==> config.mk <==
export PLATFORM = sky130hd
export DESIGN_NAME = fme_seq
export DESIGN_NICKNAME = d
export VERILOG_FILES = /design/src/rtl/fme_pkg.sv /design/src/rtl/fme_seq.sv
export VERILOG_INCLUDE_DIRS = /design/src /design/src/rtl
export SDC_FILE = /design/constraint.sdc
export NUM_CORES = 1
export LEC_CHECK = 0
export ABC_AREA = 1
export BUFFER_PORTS_ARGS = -buffer_cell sky130_fd_sc_hd__buf_2
export CORE_MARGIN = 10
export CORE_UTILIZATION = 40
export DETAILED_ROUTE_END_ITERATION = 10
export GPL_ROUTABILITY_DRIVEN = 1
export GPL_TIMING_DRIVEN = 0
export SETUP_SLACK_MARGIN = 0.1
export SLEW_MARGIN = 10
export SYNTH_ARGS = -nofsm -noshare
export SYNTH_HDL_FRONTEND = slang
export SYNTH_SLANG_ARGS = --single-unit
==> constraint.sdc <==
create_clock -name aclk -period 3.2 [get_ports aclk]
set_input_delay 0.32 -clock aclk [delete_from_list [all_inputs] [get_ports aclk]]
set_output_delay 0.32 -clock aclk [all_outputs]
set_load 0.02 [all_outputs]
==> src/rtl/fm_emphasis_filter_defines.svh <==
// assertion macros for the fm emphasis filter
// used by the sequencer; depends on nothing else
`ifndef FM_EMPHASIS_FILTER_DEFINES_SVH
`define FM_EMPHASIS_FILTER_DEFINES_SVH

// antecedent holds in a cycle, consequent in the same cycle
`define FME_ASSERT_SAME(label, clk, rstn, ante, cons, msg) \
    label: assert property (@(posedge clk) disable iff (!(rstn)) (ante) |-> (cons)) \
        else $error(msg);

// antecedent holds in a cycle, consequent in the next one
`define FME_ASSERT_NEXT(label, clk, rstn, ante, cons, msg) \
    label: assert property (@(posedge clk) disable iff (!(rstn)) (ante) |=> (cons)) \
        else $error(msg);

`endif

==> src/rtl/fme_pkg.sv <==
// shared types, constants and the control store of the fm emphasis filter
// no dependencies
package fme_pkg;

    localparam int SAMPLE_W = 16;
    localparam int COEF_W   = 16;
    localparam int GAIN_W   = 24;
    localparam int STATE_W  = 32;
    localparam int ACC_W    = 34;
    localparam int MUL_A_W  = GAIN_W + 1;
    localparam int PROD_W   = MUL_A_W + ACC_W;
    localparam int PC_W     = 4;
    localparam int ADDR_W   = 4;
    localparam int DATA_W   = 32;

    localparam logic [1:0] REG_MODE  = 2'd0;
    localparam logic [1:0] REG_EMPH  = 2'd1;
    localparam logic [1:0] REG_HP    = 2'd2;
    localparam logic [1:0] REG_GAIN  = 2'd3;

    localparam logic [COEF_W-1:0] EMPH_RESET = 16'd63012;
    localparam logic [COEF_W-1:0] HP_RESET   = 16'd63061;
    localparam logic [GAIN_W-1:0] GAIN_RESET = 24'd495390;

    typedef struct packed {
        logic              mode;
        logic [COEF_W-1:0] emph_factor;
        logic [COEF_W-1:0] hp_factor;
        logic [GAIN_W-1:0] gain;
    } cfg_t;

    typedef enum logic [2:0] {
        OP_NOP,
        OP_MUL,
        OP_DIFF,
        OP_INTEG,
        OP_HPSUM,
        OP_HPOUT,
        OP_OUT_PRE,
        OP_OUT_DE
    } op_t;

    typedef enum logic [1:0] {
        A_EF,
        A_HP,
        A_GAIN
    } asel_t;

    typedef enum logic [1:0] {
        B_PREV,
        B_INTEG,
        B_ACC,
        B_HPP
    } bsel_t;

    typedef enum logic [1:0] {
        FL_NEXT,
        FL_BR_MODE,
        FL_DONE
    } flow_t;

    typedef struct packed {
        op_t             op;
        asel_t           a_sel;
        bsel_t           b_sel;
        flow_t           flow;
        logic [PC_W-1:0] target;
    } ucode_t;

    typedef struct packed {
        logic  load;
        logic  step_en;
        op_t   op;
        asel_t a_sel;
        bsel_t b_sel;
    } ctrl_t;

    localparam logic [PC_W-1:0] DE_START = 4'd5;

    // control store: pre-emphasis at 1..4, de-emphasis at 5..11
    function automatic ucode_t ucode_word(input logic [PC_W-1:0] pc);
        ucode_t w;
        w = '{op: OP_NOP, a_sel: A_EF, b_sel: B_PREV, flow: FL_DONE, target: '0};
        unique case (pc)
            4'd0:  w = '{OP_NOP,     A_EF,   B_PREV,  FL_BR_MODE, DE_START};
            4'd1:  w = '{OP_MUL,     A_EF,   B_PREV,  FL_NEXT,    '0};
            4'd2:  w = '{OP_DIFF,    A_EF,   B_PREV,  FL_NEXT,    '0};
            4'd3:  w = '{OP_MUL,     A_GAIN, B_ACC,   FL_NEXT,    '0};
            4'd4:  w = '{OP_OUT_PRE, A_EF,   B_PREV,  FL_DONE,    '0};
            4'd5:  w = '{OP_MUL,     A_EF,   B_INTEG, FL_NEXT,    '0};
            4'd6:  w = '{OP_INTEG,   A_EF,   B_PREV,  FL_NEXT,    '0};
            4'd7:  w = '{OP_HPSUM,   A_EF,   B_PREV,  FL_NEXT,    '0};
            4'd8:  w = '{OP_MUL,     A_HP,   B_ACC,   FL_NEXT,    '0};
            4'd9:  w = '{OP_HPOUT,   A_EF,   B_PREV,  FL_NEXT,    '0};
            4'd10: w = '{OP_MUL,     A_GAIN, B_HPP,   FL_NEXT,    '0};
            4'd11: w = '{OP_OUT_DE,  A_EF,   B_PREV,  FL_DONE,    '0};
            default: w = '{OP_NOP,   A_EF,   B_PREV,  FL_DONE,    '0};
        endcase
        return w;
    endfunction

endpackage

==> src/rtl/fme_seq.sv <==
// microcode sequencer: step counter, control store fetch, handshakes
// depends on fme_pkg and the assertion macro header
`include "fm_emphasis_filter_defines.svh"

module fme_seq (
    input  logic                 aclk,
    input  logic                 aresetn,
    input  logic                 mode,
    input  logic                 s_tvalid,
    output logic                 s_tready,
    output logic                 m_tvalid,
    input  logic                 m_tready,
    output fme_pkg::ctrl_t       ctrl
);
    import fme_pkg::*;

    logic            busy_reg,      busy_next;
    logic [PC_W-1:0] pc_reg,        pc_next;
    logic            out_valid_reg, out_valid_next;
    ucode_t          cw;
    logic            accept;
    logic            done_step;
    logic            stall;
    logic            step_en;

    assign cw        = ucode_word(pc_reg);
    assign accept    = s_tvalid & ~busy_reg;
    assign done_step = busy_reg & (cw.flow == FL_DONE);
    // the last step waits while the previous word still sits in the output register
    assign stall     = done_step & out_valid_reg & ~m_tready;
    assign step_en   = busy_reg & ~stall;

    assign s_tready  = ~busy_reg;
    assign m_tvalid  = out_valid_reg;

    always_comb begin
        ctrl.load    = accept;
        ctrl.step_en = step_en;
        ctrl.op      = cw.op;
        ctrl.a_sel   = cw.a_sel;
        ctrl.b_sel   = cw.b_sel;
    end

    always_comb begin
        pc_next        = pc_reg;
        busy_next      = busy_reg;
        out_valid_next = out_valid_reg & ~m_tready;
        if (accept) begin
            pc_next   = '0;
            busy_next = 1'b1;
        end else if (step_en) begin
            unique case (cw.flow)
                FL_NEXT:    pc_next = pc_reg + 1'b1;
                FL_BR_MODE: pc_next = mode ? cw.target : pc_reg + 1'b1;
                FL_DONE: begin
                    pc_next        = '0;
                    busy_next      = 1'b0;
                    out_valid_next = 1'b1;
                end
                default:    pc_next = '0;
            endcase
        end
    end

    always_ff @(posedge aclk) begin
        if (!aresetn) begin
            busy_reg      <= 1'b0;
            pc_reg        <= '0;
            out_valid_reg <= 1'b0;
        end else begin
            busy_reg      <= busy_next;
            pc_reg        <= pc_next;
            out_valid_reg <= out_valid_next;
        end
    end

    `FME_ASSERT_NEXT(a_accept_starts, aclk, aresetn, accept, busy_reg && pc_reg == '0, "accepted word did not start the program")
    `FME_ASSERT_NEXT(a_stall_holds, aclk, aresetn, stall, busy_reg && $stable(pc_reg), "stalled last step moved on")
    `FME_ASSERT_SAME(a_valid_from_done, aclk, aresetn, $rose(out_valid_reg), $past(done_step), "result appeared without a last step")
    `FME_ASSERT_SAME(a_busy_ends_at_done, aclk, aresetn, $fell(busy_reg), $past(done_step && !stall), "program ended away from its last step")

endmodule

==> run metrics, run 1 <==
crit start category=flop; Inst Count DP=154; CP max FO=5; Die ar.=4500 um2; reg2reg path depth=13; clock-pin slew on the worst setup and hold paths=0.09 ns; Hold-fix buffers, CTS=0; Final min period=1.91 ns; Worst-Skew Late Latency=0.28 ns; IO Port Bufs=15; Clock Sink Count=15; Relative slew margins=78.3%; Largest delay share family, worst path=simple AND/OR/NAND/NOR gates; Reg-to-Reg Start=cw[5]; max incr delay on CP=0.34 ns; Cell Chain, Critical Path=inv_2, nor2_4, nand2_2, nand2_4, inv_2, nand2_1, o21ai_0, nor2_1, inv_1, ha_1, nand3_1, nand3_1, nand2_1; largest net degree at the start of global routing=11; IO Pins=16; CTS root buf=clkbuf_4; drt first pass iters=4; Yosys reg bits=15; Post-synth EDFFs=0; DP Worst Slack=1.21 ns; # rows=16; Final TNS setup=0 ns; # H-tree levels=1; cell area after layout=1020 um2; 1st-iter DRT viols=16; multi-input logic area=438 um2; Area after DPL=995 um2; Total Power=382 uW; status=completed; final hold violations=0; sequential area share after synthesis=33.9%; Routability Congestion=0.751; Required @ worst endpoint=3.38 ns; Setup violations, final=0; critical path startpoint=cw[5]; CTS tree=done; Avg Cell Area, Syn=7.91 um2; reg-to-reg slack, setup=1.29 ns; Reg area=300 um2; Max IR drop VDD=0.288 mV; ranking of synthesized cells by area=dfxtp_1 34%, nand2_1 9.7%, buf_4 7.6%; kind of critical path=flop to flop; All-Layer GR Usage=7.65%; pwr/cell area=374 nW/um2; RSZ-0062 raised after global routing=no; Final Net Count=142; number of remaining DRC errors=0; P&R area growth vs syn=15.4%; Clock Skews=0.00203 ns; Post-Syn Instances=112; Clock Path Buffers=2; crit path DAT=2.09 ns; setup repair bufs after CTS=0; DR vias/cell=4.31; FILL cells=232; final wirelength=1.49 mm; Largest register FFs=9; MaxCap Viol Count=0; top-area cell type share of the netlist area=33.9%; Initial Util=43.4%; mapped cell area=886 um2; CP Capture Type=flop; CTS buffer count=3; Netlist cell types=23; fin crit share=59.7%; worst slew pin tran=0.324 ns; class of the worst hold path=input port to flop; setup slack after layout=1.29 ns; vias in the first global route=635; routed wirelength normalized by instance count=9.41 um; maximum clock rate=524 MHz; Die Height=67.1 um; reg2reg end=cw[10]; first-pass GRT wire length=2.74 mm; aggregate global routing overflow=0; Leakage=0.563 nW; Post-CTS Resized=0; final std cells w/o fill=158; cell taking the most area after synthesis=dfxtp_1; hold path depth=3; Hold Crit Start=aresetn; Slew Limit Fails=0; Worst Hold Slack=0.285 ns; Yosys warning count=0; Detail Route Antenna Nets=0; via count=681; DP HPWL=1.24 mm; Buf+Inv Stages, Crit Path=3; top_reg_cell synth=dfxtp_1; initial antenna violation count=0; Hold Path End=busy_reg; syn nets=122; ant diodes=0; Core Util, Final=50.1%; DIE WIDTH=67.1 um; layout cells sized above 1=38.2%; CORE AREA=2040 um2; Crit-path slowest cell=dfxtp_1; Async SR Flop Fraction=0%
area by class of cell:
class	count	area share, %
Tap cell	27	3.30
Buffer	11	8.20
Sequential cell	15	29.4
Clock inverter	1	0.490
Clock buffer	3	2.20
Multi-Input combinational cell	69	42.8
Inverter	17	6.24
Timing Repair Buffer	15	7.34
kinds of logic (layout without fill, tap and decap cells):
kind of cell | after synthesis | count (layout) | share of synthesized area [%]
flip-flops | 15 | 15 | 33.9
AND/OR/NAND/NOR | 58 | 58 | 38.1
AO/OA/AOI/OAI | 6 | 6 | 4.24
buffers and inverters | 28 | 47 | 16.7
adder cells (fa/ha/maj) | 5 | 5 | 7.06
how the worst max path moves through the flow:
stage / endpoint / slack, ns / depth (start not counted)
6_report: cw[10] / 1.29 / 13
3_3_place_gp: cw[10] / 1.22 / 13
4_1_cts: cw[10] / 1.26 / 13
5_1_grt: cw[10] / 1.04 / 13
3_5_place_dp: cw[10] / 1.21 / 13
2_1_floorplan: cw[10] / 1.37 / 13
metal layers:
layer	GRT usage (%)	part of all wire, %	up-vias
met3	4.01	8.2	2
met5	0	0	-
met2	11.5	43	12
li1	-	-	380
met4	2.31	0.74	0
met1	9.18	48	287
power by group:
part / switching (mW) / leakage, nW / internal, mW
registers: 0.00511 / 0.122 / 0.195
logic: 0.0459 / 0.423 / 0.0295
clock network: 0.0600 / 0.0177 / 0.0464
total: 0.111 / 0.563 / 0.271
cells in the final DEF (no fill, tap or decap), drive strengths merged:
cell,instances
a31oi,1
clkinv,1
inv,17
a21oi,1
buf,26
nor3,1
nand3,13
clkbuf,3
nand2,32
ha,5
o21ai,3
nand4,3
o21bai,1
nor2,9
dfxtp,15
synth_stat cells (3+ instances only):
library cell  number
buf_4              9
nand4_1            3
ha_1               5
nor2_1             3
nand2_2            7
dfxtp_1           15
nand3_1           11
inv_1             15
nand2_1           23
tightest hold or removal path: stages:
cell	delay (ns)
buf_2	0.10
o21ai_0	0.07
a31oi_1	0.04
(Power assumes the default switching activity.)
==> run 2: changes to the inputs <==
clock period = 1.5 ns   (was 3.2 ns; I/O delays follow)
==> run metrics, run 2 (same netlist as run 1, synthesis figures left out) <==
crit path DAT=1.80 ns; RSZ-0062 raised after global routing=yes; CP max FO=4; Crit-path slowest cell=dfxtp_4; 1st-iter DRT viols=25; Hold Crit Start=aresetn; Largest delay share family, worst path=simple AND/OR/NAND/NOR gates; MaxCap Viol Count=0; Relative slew margins=86.8%; Max IR drop VDD=0.407 mV; Largest register FFs=9; Initial Util=43.4%; Required @ worst endpoint=1.70 ns; pwr/cell area=672 nW/um2; CTS tree=done; Hold-fix buffers, CTS=0; DP HPWL=1.29 mm; Final min period=1.61 ns; reg2reg path depth=13; Worst-Skew Late Latency=0.29 ns; P&R area growth vs syn=63.7%; # H-tree levels=1; CORE AREA=2040 um2; Setup violations, final=10; most frequent cells in the layout=25 x buf_4, 17 x nand2_1, 13 x buf_2, 10 x buf_6, 10 x inv_1; IO Port Bufs=15; DIE WIDTH=67.1 um; maximum clock rate=622 MHz; CTS root buf=clkbuf_4; kind of critical path=flop to flop; reg-to-reg slack, setup=-0.11 ns; Detail Route Antenna Nets=0; Clock Sink Count=15; clock-pin slew on the worst setup and hold paths=0.10 ns; critical path startpoint=m_tvalid; Slew Limit Fails=0; largest net degree at the start of global routing=11; final hold violations=0; initial antenna violation count=0; Leakage=0.728 nW; Reg-to-Reg Start=m_tvalid; Total Power=974 uW; vias in the first global route=839; via count=854; aggregate global routing overflow=0; final wirelength=2.45 mm; first-pass GRT wire length=3.75 mm; worst slew pin tran=0.198 ns; class of the worst hold path=input port to flop; Routability Congestion=0.743; failing checks=setup timing; multi-input logic area=619 um2; Clock Skews=0.00387 ns; CP Capture Type=flop; status=finished, violations left; hold path depth=3; crit start category=flop; DR vias/cell=4.72; Die Height=67.1 um; ant diodes=0; Buf+Inv Stages, Crit Path=3; max incr delay on CP=0.36 ns; CTS buffer count=3; FILL cells=163; number of remaining DRC errors=0; drt first pass iters=4; All-Layer GR Usage=10.6%; commonest non-fill, non-tap cell in the layout=buf_4; reg2reg end=cw[10]; Core Util, Final=71.0%; Worst path depth=13; Cell Chain, Critical Path=inv_2, nor2_4, nand2_4, nand2_4, inv_6, nand2_4, o21ai_4, nor2_4, inv_2, ha_4, nand3_2, nand3_2, nand2_1; Hold Path End=busy_reg; IO Pins=16; Die ar.=4500 um2; CP dominant cell by count=nand2_4; setup slack after layout=-0.107 ns; Worst Hold Slack=0.105 ns; fin crit share=107%; routed wirelength normalized by instance count=13.5 um; Reg area=310 um2; Final Net Count=165; layout cells sized above 1=67.5%; DP Worst Slack=-0.278 ns; Clock Path Buffers=2; # rows=16
run 2: cell count changes in the layout (fill, tap and decap cells not counted), moves of 6 or more:
cell	delta
buf_6	+9
buf_4	+16
nand2_1	-6
dfxtp_1	-6
run 2: worst reg2reg max path: cells and delay by family, from the launching register on:
kind                       cells  cell delay [ns]
and+or+nand+nor                8             0.66
adders and majority gates      1             0.28
AOI/OAI and AO/OA              1             0.06
DFF                            1             0.36
buffers and inverters          3             0.16
run 2: per-layer routing:
layer	up-vias	global-route usage, %	part of all wire (%)
met5	-	0	0
met4	0	5.13	1.2
met3	4	3.01	7.4
met2	26	19.3	53
met1	402	10.7	38
li1	422	-	-
run 2: cell type report:
type,count,area share [%]
Multi-Input combinational cell,69,42.7
Sequential cell,15,21.4
Timing Repair Buffer,39,20.9
Buffer,10,5.69
Inverter,17,5.09
Tap cell,27,2.33
Clock buffer,3,1.55
Clock inverter,1,0.345
run 2: stage by stage:
stage | instances | area, um2 | TNS, ns
2_1_floorplan | 112 | 901 | -0.276
3_3_place_gp | 154 | 1010 | -1.00
3_5_place_dp | 154 | 1010 | -1.20
4_1_cts | 171 | 1270 | -0.160
5_1_grt | 181 | 1450 | -1.20
6_report | 181 | 1450 | -0.503
run 2: worst max-delay path by stage:
stage | to | slack (ns)
floorplan | cw[10] | -0.16
global placement | cw[10] | -0.27
detailed placement | cw[10] | -0.28
CTS | cw[10] | -0.07
global route | cw[10] | -0.16
finish | cw[10] | -0.11
run 2: timing repair:
action | 4_1_cts | 5_1_grt
setup endpoints to repair | 9 | 11
setup buffers | 13 | 11
pin swaps | 16 | 24
gates resized for setup | 35 | 21
run 2: report_power, final:
group / total, mW / leakage, nW / internal (mW) / switching, mW
logic: 0.302 / 0.586 / 0.142 / 0.160
clock network: 0.243 / 0.0177 / 0.0992 / 0.144
registers: 0.430 / 0.124 / 0.417 / 0.0124
==> run 3: changes to the inputs <==
BUFFER_PORTS_ARGS = -buffer_cell sky130_fd_sc_hd__buf_4   (was -buffer_cell sky130_fd_sc_hd__buf_2)
==> run metrics, run 3 (same netlist as run 1, synthesis figures left out) <==
Relative slew margins=87.3%; aggregate global routing overflow=0; drt first pass iters=4; DP HPWL=1.24 mm; 1st-iter DRT viols=22; Final TNS setup=-0.328 ns; IO Port Bufs=15; Die Height=67.1 um; Clock Skews=0.00281 ns; CTS buffer count=3; DIE WIDTH=67.1 um; DR vias/cell=4.65; Setup violations, final=6; Required @ worst endpoint=1.69 ns; Initial Util=43.4%; initial antenna violation count=0; CTS tree=done; critical path startpoint=pc_reg[1]; Final Net Count=166; Reg-to-Reg Start=pc_reg[1]; via count=846; routed wirelength normalized by instance count=12.5 um; Worst-Skew Late Latency=0.29 ns; Clock Sink Count=15; clock-pin slew on the worst setup and hold paths=0.10 ns; MaxCap Viol Count=0; maximum clock rate=612 MHz; class of the worst hold path=input port to flop; IO Pins=16; most frequent cells in the layout=41 x buf_4, 20 x nand2_1, 10 x inv_1, 10 x dfxtp_1, 9 x buf_6; status=finished, violations left; CTS root buf=clkbuf_4; Clock Path Buffers=2; commonest non-fill, non-tap cell in the layout=buf_4; Die ar.=4500 um2; pwr/cell area=676 nW/um2; crit path DAT=1.82 ns; ant diodes=0; # rows=16; Routability Congestion=0.745; failing checks=setup timing; worst slew pin tran=0.191 ns; first-pass GRT wire length=3.74 mm; Final min period=1.63 ns; Hold-fix buffers, CTS=0; Largest register FFs=9; crit start category=flop; setup slack after layout=-0.133 ns; RSZ-0062 raised after global routing=yes; Slew Limit Fails=0; CORE AREA=2040 um2; cell area after layout=1420 um2; number of remaining DRC errors=0; All-Layer GR Usage=10.6%; kind of critical path=flop to flop; Leakage=0.710 nW; fin crit share=109%; CP Capture Type=flop; Detail Route Antenna Nets=0; P&R area growth vs syn=60.3%; vias in the first global route=848; # H-tree levels=1; final wirelength=2.28 mm; Hold Crit Start=aresetn; layout cells sized above 1=63.9%; CP max FO=2; Max IR drop VDD=0.452 mV; Area after DPL=1050 um2; final hold violations=0; largest net degree at the start of global routing=11
run 3: cell types whose count changed in the layout (fill, tap and decap cells not counted), sizes merged:
cell  change
buf       +1
run 3: repair_timing:
| item | in CTS | in global routing |
|---|---|---|
| pin swaps | 19 | 12 |
| setup buffers | 20 | 4 |
| gates resized for setup | 33 | 7 |
| endpoints found under the hold margin | 0 | 0 |
| endpoints found under the setup margin | 9 | 11 |
run 3: final cells by class:
cell class                 count  area (um2)
fill                         168         622
clock buffer                   3        22.5
timing repair buffer          39         312
tap                           27        33.8
sequential                    15         309
multi-input combinational     69         567
inverter                      17        73.8
clock inverter                 1        5.00
buffer                        11        97.6
run 3: critical path, stage by stage, from the launching register on:
cell	delay [ns]
dfxtp_2	0.35
ha_4	0.26
nand3_2	0.10
nand2_4	0.08
o21ai_4	0.06
nor2_4	0.13
inv_2	0.07
ha_4	0.27
nand3_2	0.07
nand3_2	0.08
nand2_1	0.05
run 3: path summary, 6_finish.rpt:
kind                                 end  cells past startpoint  slack, ns
worst min register to register  busy_reg                      2       0.59
worst max register to register    cw[10]                     10      -0.13
worst max-delay path              cw[10]                     10      -0.13
worst min-delay path            busy_reg                      3       0.11
run 3: stage by stage:
step	setup slack, ns	instances	power, mW	hold WS (ns)	utilization, %
2_1_floorplan	-0.159	112	0.569	0.288	-
3_3_place_gp	-0.276	154	0.615	0.425	51.3
3_5_place_dp	-0.290	154	0.615	0.422	51.3
4_1_cts	-0.0610	178	0.932	0.108	66.2
5_1_grt	-0.168	182	1.02	0.130	69.5
6_report	-0.133	182	0.960	0.113	69.5
run 3: report_power, final:
part           internal [mW]  leakage [nW]  switching, mW
combinational          0.141         0.568          0.150
sequential             0.417         0.125         0.0118
clock                 0.0991        0.0177          0.142
run 3: per-layer routing:
| metal | GRT usage [%] | share of wire (%) | wire length [um] | vias to the layer above |
|---|---|---|---|---|
| met5 | 0 | 0 | 0 | - |
| met4 | 5.38 | 1.4 | 33 | 0 |
| met3 | 3.34 | 6.8 | 156 | 4 |
| met2 | 18.7 | 53 | 1210 | 19 |
| met1 | 11.0 | 38 | 876 | 397 |
| li1 | - | - | - | 426 |
