$ cat config.mk
export PLATFORM = sky130hd
export DESIGN_NAME = fme_regs
export DESIGN_NICKNAME = d
export VERILOG_FILES = /design/src/rtl/fm_emphasis_filter_defines.svh /design/src/rtl/fme_pkg.sv /design/src/rtl/fme_regs.sv
export SDC_FILE = /design/constraint.sdc
export NUM_CORES = 1
export LEC_CHECK = 0
export BUFFER_PORTS_ARGS = -buffer_cell sky130_fd_sc_hd__buf_2
export CAP_MARGIN = 20
export CORE_MARGIN = 3
export CORE_UTILIZATION = 40
export CTS_BUF_LIST = sky130_fd_sc_hd__clkbuf_4 sky130_fd_sc_hd__clkbuf_8
export CTS_CLUSTER_SIZE = 12
export DETAILED_ROUTE_END_ITERATION = 8
export GPL_ROUTABILITY_DRIVEN = 0
export PLACE_DENSITY = 0.7
export SYNTH_ARGS = -nofsm -noshare
export SYNTH_HDL_FRONTEND = slang
export SYNTH_SLANG_ARGS = --single-unit
$ cat constraint.sdc
create_clock -name aclk -period 2.7 [get_ports aclk]
set_input_delay 0.405 -clock aclk [delete_from_list [all_inputs] [get_ports aclk]]
set_output_delay 0.405 -clock aclk [all_outputs]
set_load 0.02 [all_outputs]
$ cat src/rtl/fm_emphasis_filter_defines.svh
// assertion macros for the fm emphasis filter
// used by the sequencer; depends on nothing else
`ifndef FM_EMPHASIS_FILTER_DEFINES_SVH
`define FM_EMPHASIS_FILTER_DEFINES_SVH

// antecedent holds in a cycle, consequent in the same cycle
`define FME_ASSERT_SAME(label, clk, rstn, ante, cons, msg) \
    label: assert property (@(posedge clk) disable iff (!(rstn)) (ante) |-> (cons)) \
        else $error(msg);

// antecedent holds in a cycle, consequent in the next one
`define FME_ASSERT_NEXT(label, clk, rstn, ante, cons, msg) \
    label: assert property (@(posedge clk) disable iff (!(rstn)) (ante) |=> (cons)) \
        else $error(msg);

`endif

$ cat src/rtl/fme_pkg.sv
// shared types, constants and the control store of the fm emphasis filter
// no dependencies
package fme_pkg;

    localparam int SAMPLE_W = 16;
    localparam int COEF_W   = 16;
    localparam int GAIN_W   = 24;
    localparam int STATE_W  = 32;
    localparam int ACC_W    = 34;
    localparam int MUL_A_W  = GAIN_W + 1;
    localparam int PROD_W   = MUL_A_W + ACC_W;
    localparam int PC_W     = 4;
    localparam int ADDR_W   = 4;
    localparam int DATA_W   = 32;

    localparam logic [1:0] REG_MODE  = 2'd0;
    localparam logic [1:0] REG_EMPH  = 2'd1;
    localparam logic [1:0] REG_HP    = 2'd2;
    localparam logic [1:0] REG_GAIN  = 2'd3;

    localparam logic [COEF_W-1:0] EMPH_RESET = 16'd63012;
    localparam logic [COEF_W-1:0] HP_RESET   = 16'd63061;
    localparam logic [GAIN_W-1:0] GAIN_RESET = 24'd495390;

    typedef struct packed {
        logic              mode;
        logic [COEF_W-1:0] emph_factor;
        logic [COEF_W-1:0] hp_factor;
        logic [GAIN_W-1:0] gain;
    } cfg_t;

    typedef enum logic [2:0] {
        OP_NOP,
        OP_MUL,
        OP_DIFF,
        OP_INTEG,
        OP_HPSUM,
        OP_HPOUT,
        OP_OUT_PRE,
        OP_OUT_DE
    } op_t;

    typedef enum logic [1:0] {
        A_EF,
        A_HP,
        A_GAIN
    } asel_t;

    typedef enum logic [1:0] {
        B_PREV,
        B_INTEG,
        B_ACC,
        B_HPP
    } bsel_t;

    typedef enum logic [1:0] {
        FL_NEXT,
        FL_BR_MODE,
        FL_DONE
    } flow_t;

    typedef struct packed {
        op_t             op;
        asel_t           a_sel;
        bsel_t           b_sel;
        flow_t           flow;
        logic [PC_W-1:0] target;
    } ucode_t;

    typedef struct packed {
        logic  load;
        logic  step_en;
        op_t   op;
        asel_t a_sel;
        bsel_t b_sel;
    } ctrl_t;

    localparam logic [PC_W-1:0] DE_START = 4'd5;

    // control store: pre-emphasis at 1..4, de-emphasis at 5..11
    function automatic ucode_t ucode_word(input logic [PC_W-1:0] pc);
        ucode_t w;
        w = '{op: OP_NOP, a_sel: A_EF, b_sel: B_PREV, flow: FL_DONE, target: '0};
        unique case (pc)
            4'd0:  w = '{OP_NOP,     A_EF,   B_PREV,  FL_BR_MODE, DE_START};
            4'd1:  w = '{OP_MUL,     A_EF,   B_PREV,  FL_NEXT,    '0};
            4'd2:  w = '{OP_DIFF,    A_EF,   B_PREV,  FL_NEXT,    '0};
            4'd3:  w = '{OP_MUL,     A_GAIN, B_ACC,   FL_NEXT,    '0};
            4'd4:  w = '{OP_OUT_PRE, A_EF,   B_PREV,  FL_DONE,    '0};
            4'd5:  w = '{OP_MUL,     A_EF,   B_INTEG, FL_NEXT,    '0};
            4'd6:  w = '{OP_INTEG,   A_EF,   B_PREV,  FL_NEXT,    '0};
            4'd7:  w = '{OP_HPSUM,   A_EF,   B_PREV,  FL_NEXT,    '0};
            4'd8:  w = '{OP_MUL,     A_HP,   B_ACC,   FL_NEXT,    '0};
            4'd9:  w = '{OP_HPOUT,   A_EF,   B_PREV,  FL_NEXT,    '0};
            4'd10: w = '{OP_MUL,     A_GAIN, B_HPP,   FL_NEXT,    '0};
            4'd11: w = '{OP_OUT_DE,  A_EF,   B_PREV,  FL_DONE,    '0};
            default: w = '{OP_NOP,   A_EF,   B_PREV,  FL_DONE,    '0};
        endcase
        return w;
    endfunction

endpackage

$ cat src/rtl/fme_regs.sv
// configuration registers behind the apb port
// depends on fme_pkg
module fme_regs (
    input  logic                       aclk,
    input  logic                       aresetn,
    input  logic                       psel,
    input  logic                       penable,
    input  logic                       pwrite,
    input  logic [fme_pkg::ADDR_W-1:0] paddr,
    input  logic [fme_pkg::DATA_W-1:0] pwdata,
    output logic [fme_pkg::DATA_W-1:0] prdata,
    output logic                       pready,
    output fme_pkg::cfg_t              cfg
);
    import fme_pkg::*;

    cfg_t       cfg_reg;
    logic       wr_en;
    logic [1:0] reg_idx;

    assign pready  = 1'b1;
    assign wr_en   = psel & penable & pwrite;
    assign reg_idx = paddr[ADDR_W-1:2];
    assign cfg     = cfg_reg;

    always_ff @(posedge aclk) begin
        if (!aresetn) begin
            cfg_reg.mode        <= 1'b0;
            cfg_reg.emph_factor <= EMPH_RESET;
            cfg_reg.hp_factor   <= HP_RESET;
            cfg_reg.gain        <= GAIN_RESET;
        end else if (wr_en) begin
            unique case (reg_idx)
                REG_MODE: cfg_reg.mode        <= pwdata[0];
                REG_EMPH: cfg_reg.emph_factor <= pwdata[COEF_W-1:0];
                REG_HP:   cfg_reg.hp_factor   <= pwdata[COEF_W-1:0];
                REG_GAIN: cfg_reg.gain        <= pwdata[GAIN_W-1:0];
                default: ;
            endcase
        end
    end

    always_comb begin
        unique case (reg_idx)
            REG_MODE: prdata = {{(DATA_W-1){1'b0}}, cfg_reg.mode};
            REG_EMPH: prdata = {{(DATA_W-COEF_W){1'b0}}, cfg_reg.emph_factor};
            REG_HP:   prdata = {{(DATA_W-COEF_W){1'b0}}, cfg_reg.hp_factor};
            REG_GAIN: prdata = {{(DATA_W-GAIN_W){1'b0}}, cfg_reg.gain};
            default:  prdata = '0;
        endcase
    end

endmodule

==> results of run 1 <==
==> final cells by class <==
class / instances / area (µm²) / share of cell area
flip-flops and latches: 57 / 1141 / 0.3149
clock buffers: 15 / 200.2 / 0.05525
multi-input cells: 204 / 1463 / 0.4037
clock inverters: 1 / 30.03 / 0.008287
inverters: 15 / 56.30 / 0.01554
repair buffers: 117 / 613.1 / 0.1692
well taps: 96 / 120.1 / 0.03315
==> kinds of logic (layout without fill, tap and decap cells) <==
family,Yosys count,after routing,share of synthesized area
other,2,9,0.002638
AOI/OAI and AO/OA,58,58,0.1521
and+or+nand+nor,87,87,0.1622
DFF,57,57,0.4009
muxes,50,50,0.1868
buffers and inverters,50,148,0.09538
==> worst paths after layout <==
check / startpoint / to / slack [ns]
min reg2reg: cfg[19] / cfg[19] / 0.47
max reg2reg: cfg[34] / cfg[34] / 1.91
min: pwdata[19] / cfg[19] / 0.32
max: paddr[3] / prdata[4] / 0.46
==> routing by layer <==
layer | share of wire | wire length, µm | GRT usage | vias up
met3 | 0.045 | 352 | 0.04667 | 10
met5 | 0 | 0 | 0 | -
met4 | 0.012 | 96 | 0.07526 | 0
met1 | 0.46 | 3551 | 0.2490 | 1215
met2 | 0.48 | 3740 | 0.3124 | 67
li1 | - | - | - | 1228
==> placed cells by master (no fill, tap or decap) <==
cell,count
buf_2,111
dfxtp_1,57
nand2_1,45
mux2i_1,34
nor2b_1,16
mux2_2,15
a22o_1,15
inv_1,15
clkbuf_8,14
o21ai_0,12
o211ai_1,12
conb_1,9
and3_1,8
nand2b_1,7
a21oi_1,7
a21oi_2,7
buf_4,5
nand3_1,3
o211ai_2,3
nand3_2,2
nor2b_2,1
mux4_2,1
nor3b_4,1
and3_4,1
and2_4,1
nor2_4,1
nand3b_1,1
o311ai_0,1
o41ai_1,1
bufinv_16,1
clkbuf_4,1
buf_12,1
==> cell usage after synthesis, drive strengths merged <==
library cell  number
a21oi             14
mux4               1
nand2b             7
nor3b              1
and2               1
a22o              15
nand3b             1
nand3              5
nor2b             17
buf               28
conb               2
mux2i             34
o211ai            15
inv               15
nand2             45
o311ai             1
clkbuf             7
nor2               1
o21ai             12
dfxtp             57
mux2              15
o41ai              1
and3               9
==> power by group through the flow <==
stage | combinational, mW | sequential (mW) | clock (mW)
2_1_floorplan | 0.165 | 0.897 | 0
3_3_place_gp | 0.250 | 0.882 | 0
3_5_place_dp | 0.254 | 0.882 | 0
4_1_cts | 0.255 | 0.863 | 0.912
5_1_grt | 0.274 | 0.865 | 0.954
6_report | 0.253 | 0.863 | 0.895
==> metrics by stage <==
stage / instances / util / worst slack (ns) / total power [mW]
floorplan: 311 / - / 1.106 / 1.062
global placement: 489 / 0.4967 / 0.4632 / 1.131
detailed placement: 489 / 0.4967 / 0.4395 / 1.136
CTS: 505 / 0.5304 / 0.4399 / 2.030
global route: 505 / 0.5304 / 0.3714 / 2.093
finish: 505 / 0.5304 / 0.4602 / 2.012
==> critical path: stages <==
cell,delay (ns)
buf_2,0.44
buf_4,0.29
mux2_2,0.35
a22o_1,0.18
buf_2,0.16
==> run summary, run 1 <==
Pre-Repair DR Iteration Count = 4
Final Cycle Share = 0.8296
Resize count post-CTS = 0
post-route ant nets = 0
# Post-CTS Setup Buffers = 0
Clock Pin Slew Worst Setup and Hold Paths = 0.06 ns
setup TNS = 0 ns
WHS Path Cells = 3
wire per inst = 15.33 µm
Worst Skew = 0 ns
status = complete, no violations
CTS hold repair buffers = 0
Slew headroom = 0.4732
Hold Path Class = input port to flip-flop
CP Data Arrival Time = 1.83 ns
DP Area = 3393 µm²
GRT overflow = 0
Layout Nets = 445
clock insertion delay at the later pin of the skew report = 0.33 ns
NetSw = 0.5006 mW
Starting Density = 0.4167
Final Max Tran Viols = 0
WP data required = 2.30 ns
Logic pwr share = 0.126
final hold vios = 0
Sequential Power Share = 0.429
CP Max Fanout = 24
worst vdd ir = 0.2186 mV
crit path launch type = input port
hold_ws = 0.3213 ns
Area Growth Syn to Fin = 27.30%
via density per instance = 4.990
Synthesis Warnings = 0
Max Clk Rate = 0.4465 GHz
pwr/cell area = 555.1 nW/µm²
Max Cap Viol = 0
WS Path Type = input port to primary output
#FFs+latches synth = 57
CTS buffer count = 9
initial antenna violation count = 0
top cell type's share of synthesized area = 0.4009
Vias = 2520
final setup fails = 0
Root Buffer = clkbuf_8
I/O pin cnt = 131
DIE HEIGHT = 90.36 µm
Global Route Usage Sum = 0.1934
Gate Count Post-Synth = 304
Remaining DRCs = 0
Worst R2R Path Depth = 3
Sw Share = 0.2489
Synth area leaders = dfxtp_1 40%, mux2i_1 12%, mux2_2 5.9%
Max Root-Sink Buffers = 2
Routed WL = 7741 µm
Leak = 1.722 nW
Clock power frac = 0.445
Slew @ Worst Pin = 0.7879 ns
DRT iter0 DRCs = 73
vias in the first global route = 2507
PortBufs = 111
largest net degree at the start of global routing = 83
Synth Area per Inst = 9.363 µm²
Post-Layout Inst Area = 3623 µm²
min cycle time layout = 2.240 ns
# rows = 30
fillers = 677
Sink Count = 57
crit end category = primary output
# diodes = 0
core footprint = 6832 µm²
first-pass GRT wire length = 12740 µm
flip-flop count of the largest register after layout = 57
Die W = 90.36 µm
RSZ-0062 raised after global routing = false
CTS HTree Levels = 3
DPL Wire Length = 5213 µm
layout cell share with drive strength beyond 1 = 0.4059
Post-Syn Area = 2846 µm²
sequential fraction of the synthesis area = 0.4009
CTS tree = built
Die Area = 8164 µm²
dominant cell type by area after synthesis = dfxtp_1
P_int = 1.511 mW
Synth cell types = 29
(Power assumes the default switching activity.)
==> inputs of run 2 (changes only) <==
--- a/config.mk
+++ b/config.mk
@@ -5,6 +5,7 @@
 export SDC_FILE = /design/constraint.sdc
 export NUM_CORES = 1
 export LEC_CHECK = 0
+export ABC_AREA = 1
 export BUFFER_PORTS_ARGS = -buffer_cell sky130_fd_sc_hd__buf_2
 export CAP_MARGIN = 20
 export CORE_MARGIN = 3
@@ -13,7 +14,7 @@
 export CTS_CLUSTER_SIZE = 12
 export DETAILED_ROUTE_END_ITERATION = 8
 export GPL_ROUTABILITY_DRIVEN = 0
-export PLACE_DENSITY = 0.7
+export PLACE_DENSITY = 0.71
 export SYNTH_ARGS = -nofsm -noshare
 export SYNTH_HDL_FRONTEND = slang
 export SYNTH_SLANG_ARGS = --single-unit
==> constraint.sdc (replaced) <==
create_clock -name aclk -period 2.25 [get_ports aclk]
set_input_delay 0.3375 -clock aclk [delete_from_list [all_inputs] [get_ports aclk]]
set_output_delay 0.3375 -clock aclk [all_outputs]
set_load 0.02 [all_outputs]
==> run 2 against run 1 <==
Core utilization is 0.57 points higher. Global-route usage is 1.1 points higher. Sequential power is 22% higher. Cell count is 17% higher. Clock skew stayed put. Critical path depth is 2 higher. Synthesized cell count is 33% higher. Register-to-register slack worse by 0.32 ns.
==> run summary, run 2 <==
CTS tree = built
Slew headroom = 0.5582 (+0.08509)
Sw Share = 0.2780 (+0.02911)
WP data required = 1.91 ns (-0.39 ns)
most common cell in the netlist = nand2_1
CP max-delay cell = buf_4
most common cell after layout, fill and taps aside = nand2_1
Sink Count = 57 (unchanged)
Die Area = 7755 µm² (-5.0%)
CP most frequent cell = buf_2
dominant cell type by area after synthesis = dfxtp_1
GRT overflow = 0 (unchanged)
DIE HEIGHT = 88.07 µm (-2.5%)
#FFs+latches synth = 57 (unchanged)
pwr/cell area = 672.6 nW/µm² (+21%)
Post-Layout Inst Area = 3443 µm² (-5.0%)
final cell count without fillers = 592 (+17%)
EDFF count, synth = 0 (unchanged)
Synth area leaders = dfxtp_1 42%, nand2_1 20%, nand3_1 14%
final setup fails = 0 (unchanged)
Sequential Power Share = 0.453 (+0.024)
Starting Density = 0.4194 (+0.002776)
worst vdd ir = 0.4252 mV (+95%)
setup TNS = 0 ns (unchanged)
min cycle time layout = 1.804 ns
WS Path Type = input port to primary output
most frequent cells in the layout = 142 x nand2_1, 111 x buf_2, 73 x nand3_1
CTS hold repair buffers = 0 (unchanged)
vias in the first global route = 2517 (+0.40%)
flip-flop count of the largest register after layout = 57 (unchanged)
Logic pwr share = 0.141 (+0.015)
Tot Pwr = 2.316 mW (+15%)
largest net degree at the start of global routing = 32 (-61%)
Slew @ Worst Pin = 0.6611 ns (-0.1268 ns)
Synth async-reset ratio = 0 (unchanged)
RSZ-0062 raised after global routing = false
max incr delay on CP = 0.25 ns (-0.19 ns)
dpl cells = 577 (+18%)
Die W = 88.07 µm (-2.5%)
CP Data Arrival Time = 1.47 ns (-0.36 ns)
Synth cell types = 16 (-45%)
P_int = 1.672 mW (+11%)
Max Cap Viol = 0 (unchanged)
via density per instance = 4.715 (-5.5%)
# Post-CTS Setup Buffers = 0 (unchanged)
NetSw = 0.6438 mW (+29%)
core footprint = 6422 µm² (-6.0%)
layout cell share with drive strength beyond 1 = 0.2757 (-0.1301)
Pre-Repair DR Iteration Count = 5 (+1)
sequential fraction of the synthesis area = 0.4236 (+0.02272)
final hold vios = 0 (unchanged)
Final Max Tran Viols = 0 (unchanged)
Layout Nets = 552 (+24%)
first-pass GRT wire length = 12210 µm (-4.2%)
clock insertion delay at the later pin of the skew report = 0.32 ns (about the same)
Resize count post-CTS = 0 (unchanged)
CP Max Fanout = 12 (-50%)
wire per inst = 12.92 µm (-16%)
CTS buffer count = 9 (unchanged)
Synthesis Warnings = 0 (unchanged)
DRT iter0 DRCs = 182 (+150%)
Worst Skew = 0 ns (unchanged)
Post-Syn Area = 2694 µm² (-5.4%)
Max Root-Sink Buffers = 2 (unchanged)
DP Area = 3249 µm² (-4.2%)
Clock Pin Slew Worst Setup and Hold Paths = 0.07 ns (about the same)
Max Clk Rate = 0.5542 GHz
predominant post-synthesis flop cell = dfxtp_1
Final Cycle Share = 0.8020
top cell type's share of synthesized area = 0.4236 (+0.02272)
Area Growth Syn to Fin = 27.82%
status = complete, no violations
# diodes = 0 (unchanged)
CTS HTree Levels = 3 (unchanged)
crit end category = primary output
Remaining DRCs = 0 (unchanged)
Root Buffer = clkbuf_8
most instantiated cells after synthesis = 142 x nand2_1, 73 x nand3_1, 63 x nor2_1, 57 x dfxtp_1, 28 x inv_1
Gate Count Post-Synth = 404 (+33%)
Clock power frac = 0.406 (-0.039)
Routed WL = 7648 µm (-1.2%)
DPL Wire Length = 5249 µm (+0.68%)
# rows = 29 (-3.3%)
Leak = 1.840 nW (+6.9%)
worst path cell trace = buf_2 -> nand2_4 -> inv_2 -> buf_4 -> nand2_1 -> nand3_1 -> buf_2
Vias = 2791 (+11%)
crit path launch type = input port
Synth Area per Inst = 6.668 µm² (-29%)
post-route ant nets = 0 (unchanged)
Global Route Usage Sum = 0.2045 (+0.01112)
I/O pin cnt = 131 (unchanged)
initial antenna violation count = 0 (unchanged)
fillers = 642 (-5.2%)
Hold Path Class = input port to flip-flop
PortBufs = 111 (unchanged)
## run 2: layout make-up
type,count,area (µm²),share of cell area
Inverter,29,108.9,0.03161
Tap cell,77,96.34,0.02798
Clock buffer,10,137.6,0.03997
Clock inverter,5,56.30,0.01635
Multi-Input combinational cell,295,1250,0.3630
Sequential cell,57,1141,0.3314
Timing Repair Buffer,119,653.1,0.1897
## run 2: logic make-up (layout without fill, tap and decap cells)
logic type             Yosys count  after routing  share of synthesized area
buffers and inverters           59            163                     0.1231
AND/OR/NAND/NOR                285            285                     0.4487
AO/OA/AOI/OAI                    1              1                   0.001856
other                            2              9                   0.002788
flip-flops                      57             57                     0.4236
## run 2: final timing paths
path,end,cells after the start,start,slack [ns]
worst max-delay path,prdata[12],7,paddr[3],0.45
worst min-delay path,cfg[17],3,pwdata[17],0.22
worst max register to register,cfg[5],2,cfg[5],1.59
worst min register to register,cfg[4],2,cfg[4],0.48
## run 2: power by group through the flow
stage               Sequential [mW]  Combinational [mW]  Clock [mW]
finish                         1.05               0.327       0.941
detailed placement             1.07               0.329           0
global placement               1.07               0.327           0
floorplan                      1.10               0.196           0
global route                   1.05               0.364        1.01
CTS                            1.05               0.330       0.959
## run 2: metal layers
metal | vias up | part of all wire | global-route usage
met5 | - | 0 | 0
met4 | 0 | 0.0044 | 0.06868
met3 | 3 | 0.077 | 0.04892
met2 | 111 | 0.48 | 0.3356
met1 | 1233 | 0.44 | 0.2643
li1 | 1444 | - | -
## run 2: per-stage QoR
step	hold slack, ns	worst slack, ns	utilization
2_1_floorplan	0.4636	0.8963	-
3_3_place_gp	0.4552	0.4369	0.5059
3_5_place_dp	0.4641	0.4363	0.5059
4_1_cts	0.2048	0.4335	0.5361
5_1_grt	0.2217	0.3363	0.5361
6_report	0.2185	0.4456	0.5361
## run 2: critical path: cells and delay by family
family | cells | cell delay, ns
buffers and inverters | 4 | 0.81
and+or+nand+nor | 3 | 0.30
==> inputs of run 3 (changes only) <==
==> constraint.sdc (replaced) <==
create_clock -name aclk -period 1.9 [get_ports aclk]
set_input_delay 0.285 -clock aclk [delete_from_list [all_inputs] [get_ports aclk]]
set_output_delay 0.285 -clock aclk [all_outputs]
set_load 0.02 [all_outputs]
==> run 3 against run 2 <==
Setup slack worse by 0.13 ns. Combinational power is 17% higher. Register-to-register slack worse by 0.29 ns. Clock-buffer cell count is 1 higher. Power is 12% higher. Clock skew stayed put. Via count is 0.29% lower. Clock power is 2.3% higher. Critical path type unchanged. Critical endpoint is now prdata[5].
==> run summary, run 3 (synthesis results as in run 2) <==
Resize count post-CTS = 0 (unchanged)
Worst Skew = 0 ns (unchanged)
vias in the first global route = 2502 (-0.60%)
Max Cap Viol = 0 (unchanged)
Sink Count = 57 (unchanged)
DIE HEIGHT = 88.07 µm (unchanged)
CTS HTree Levels = 3 (unchanged)
Worst Hold Path EP = cfg[18]
WHS Path Cells = 3 (unchanged)
CTS buffer count = 9 (unchanged)
Die Area = 7755 µm² (unchanged)
Max Clk Rate = 0.6324 GHz
Worst R2R Path Depth = 2 (unchanged)
DPL Wire Length = 5162 µm (-1.6%)
Slew headroom = 0.6611 (+0.1028)
fillers = 650 (+1.2%)
GRT overflow = 0 (unchanged)
status = complete, no violations
post-route ant nets = 0 (unchanged)
I/O pin cnt = 131 (unchanged)
pwr/cell area = 760.3 nW/µm² (+13%)
crit path launch type = input port
Final Max Tran Viols = 0 (unchanged)
Remaining DRCs = 0 (unchanged)
worst vdd ir = 0.4562 mV (+7.3%)
Hold Crit Start = pwdata[18]
worst r2r dst = cfg[46]
RSZ-0062 raised after global routing = false
Global Route Usage Sum = 0.2048 (+0.0002738)
Layout Nets = 554 (+0.36%)
worst r2r src = cfg[46]
PortBufs = 111 (unchanged)
Routed WL = 7691 µm (+0.56%)
Slew @ Worst Pin = 0.5072 ns (-0.1539 ns)
Root Buffer = clkbuf_8
first-pass GRT wire length = 12260 µm (+0.45%)
clock insertion delay at the later pin of the skew report = 0.31 ns (about the same)
WP data required = 1.62 ns (-0.29 ns)
Die W = 88.07 µm (unchanged)
CP Data Arrival Time = 1.30 ns (-0.17 ns)
most common cell after layout, fill and taps aside = nand2_1
# Post-CTS Setup Buffers = 0 (unchanged)
CTS hold repair buffers = 0 (unchanged)
most frequent cells in the layout = 142 x nand2_1, 111 x buf_2, 73 x nand3_1
Clock Pin Slew Worst Setup and Hold Paths = 0.06 ns (about the same)
Leak = 1.838 nW (-0.14%)
hold_ws = 0.1749 ns (-0.04368 ns)
setup TNS = 0 ns (unchanged)
Final Cycle Share = 0.8323
Starting Density = 0.4194 (unchanged)
Hold Path Class = input port to flip-flop
CTS tree = built
initial antenna violation count = 0 (unchanged)
wire per inst = 12.95 µm (+0.22%)
via density per instance = 4.685 (-0.62%)
Pre-Repair DR Iteration Count = 4 (-1)
min cycle time layout = 1.581 ns
layout cell share with drive strength beyond 1 = 0.2785 (+0.002802)
DRT iter0 DRCs = 159 (-13%)
final setup fails = 0 (unchanged)
Max Root-Sink Buffers = 2 (unchanged)
final hold vios = 0 (unchanged)
# diodes = 0 (unchanged)
CP Max Fanout = 20 (+8)
flop-to-flop setup slack = 1.30 ns (-0.29 ns)
Area Growth Syn to Fin = 26.38%
largest net degree at the start of global routing = 58 (+81%)
Vias = 2783 (-0.29%)
# rows = 29 (unchanged)
Setup WS pre-CTS = 0.2964 ns (-0.1400 ns)
WS Path Type = input port to primary output
flip-flop count of the largest register after layout = 57 (unchanged)
setup ws final = 0.3186 ns (-0.1269 ns)
crit end category = primary output
core footprint = 6422 µm² (unchanged)
-- run 3: cell count changes in the layout (fill, tap and decap cells not counted) --
| cell | change |
|---|---|
| clkinv_2 | +2 |
| clkbuf_4 | +1 |
| buf_12 | -2 |
| clkinvlp_4 | -1 |
| clkinv_4 | -1 |
| bufinv_16 | -1 |
| buf_4 | +4 |
-- run 3: final cells by class --
type	instances	area (µm²)	share of cell area
Clock inverter	4	20.02	0.005880
Multi-Input combinational cell	295	1250	0.3671
Tap cell	77	96.34	0.02830
Sequential cell	57	1141	0.3352
Inverter	29	108.9	0.03197
Clock buffer	11	145.1	0.04263
Timing Repair Buffer	121	643.1	0.1889
-- run 3: worst max path at each step --
stage | start | endpoint | slack, ns | cells after the start
after floorplan | paddr[3] | prdata[0] | 0.65 | 6
after detailed placement | paddr[3] | cfg[10] | 0.30 | 7
final | paddr[3] | prdata[5] | 0.32 | 7
after CTS | paddr[3] | prdata[5] | 0.30 | 7
after global placement | paddr[3] | prdata[5] | 0.33 | 7
after global routing | paddr[3] | prdata[5] | 0.23 | 7
-- run 3: metrics by stage --
step / utilization / area (µm²) / total power [mW] / instances
after global placement: 0.5044 / 3239 / 1.648 / 579
after floorplan: - / 2720 / 1.531 / 411
after global routing: 0.5301 / 3405 / 2.723 / 594
final: 0.5301 / 3405 / 2.588 / 594
after detailed placement: 0.5044 / 3239 / 1.653 / 579
after CTS: 0.5301 / 3405 / 2.620 / 594
-- run 3: power breakdown --
group	internal [mW]	switching (mW)	leakage, nW
Sequential	1.22	0.0193	0.463
Clock	0.506	0.457	0.0921
Combinational	0.123	0.260	1.28
-- run 3: routing by layer --
layer,vias to the layer above,global-route usage,share of wire
li1,1452,-,-
met1,1232,0.2503,0.45
met2,95,0.3514,0.48
met3,4,0.06209,0.065
met4,0,0.05357,0.0057
met5,-,0,0
-- run 3: critical path, stage by stage --
cell,delay (ns)
buf_2,0.17
nand2_4,0.15
inv_2,0.08
buf_4,0.25
nand2_1,0.08
nand3_1,0.10
buf_2,0.17
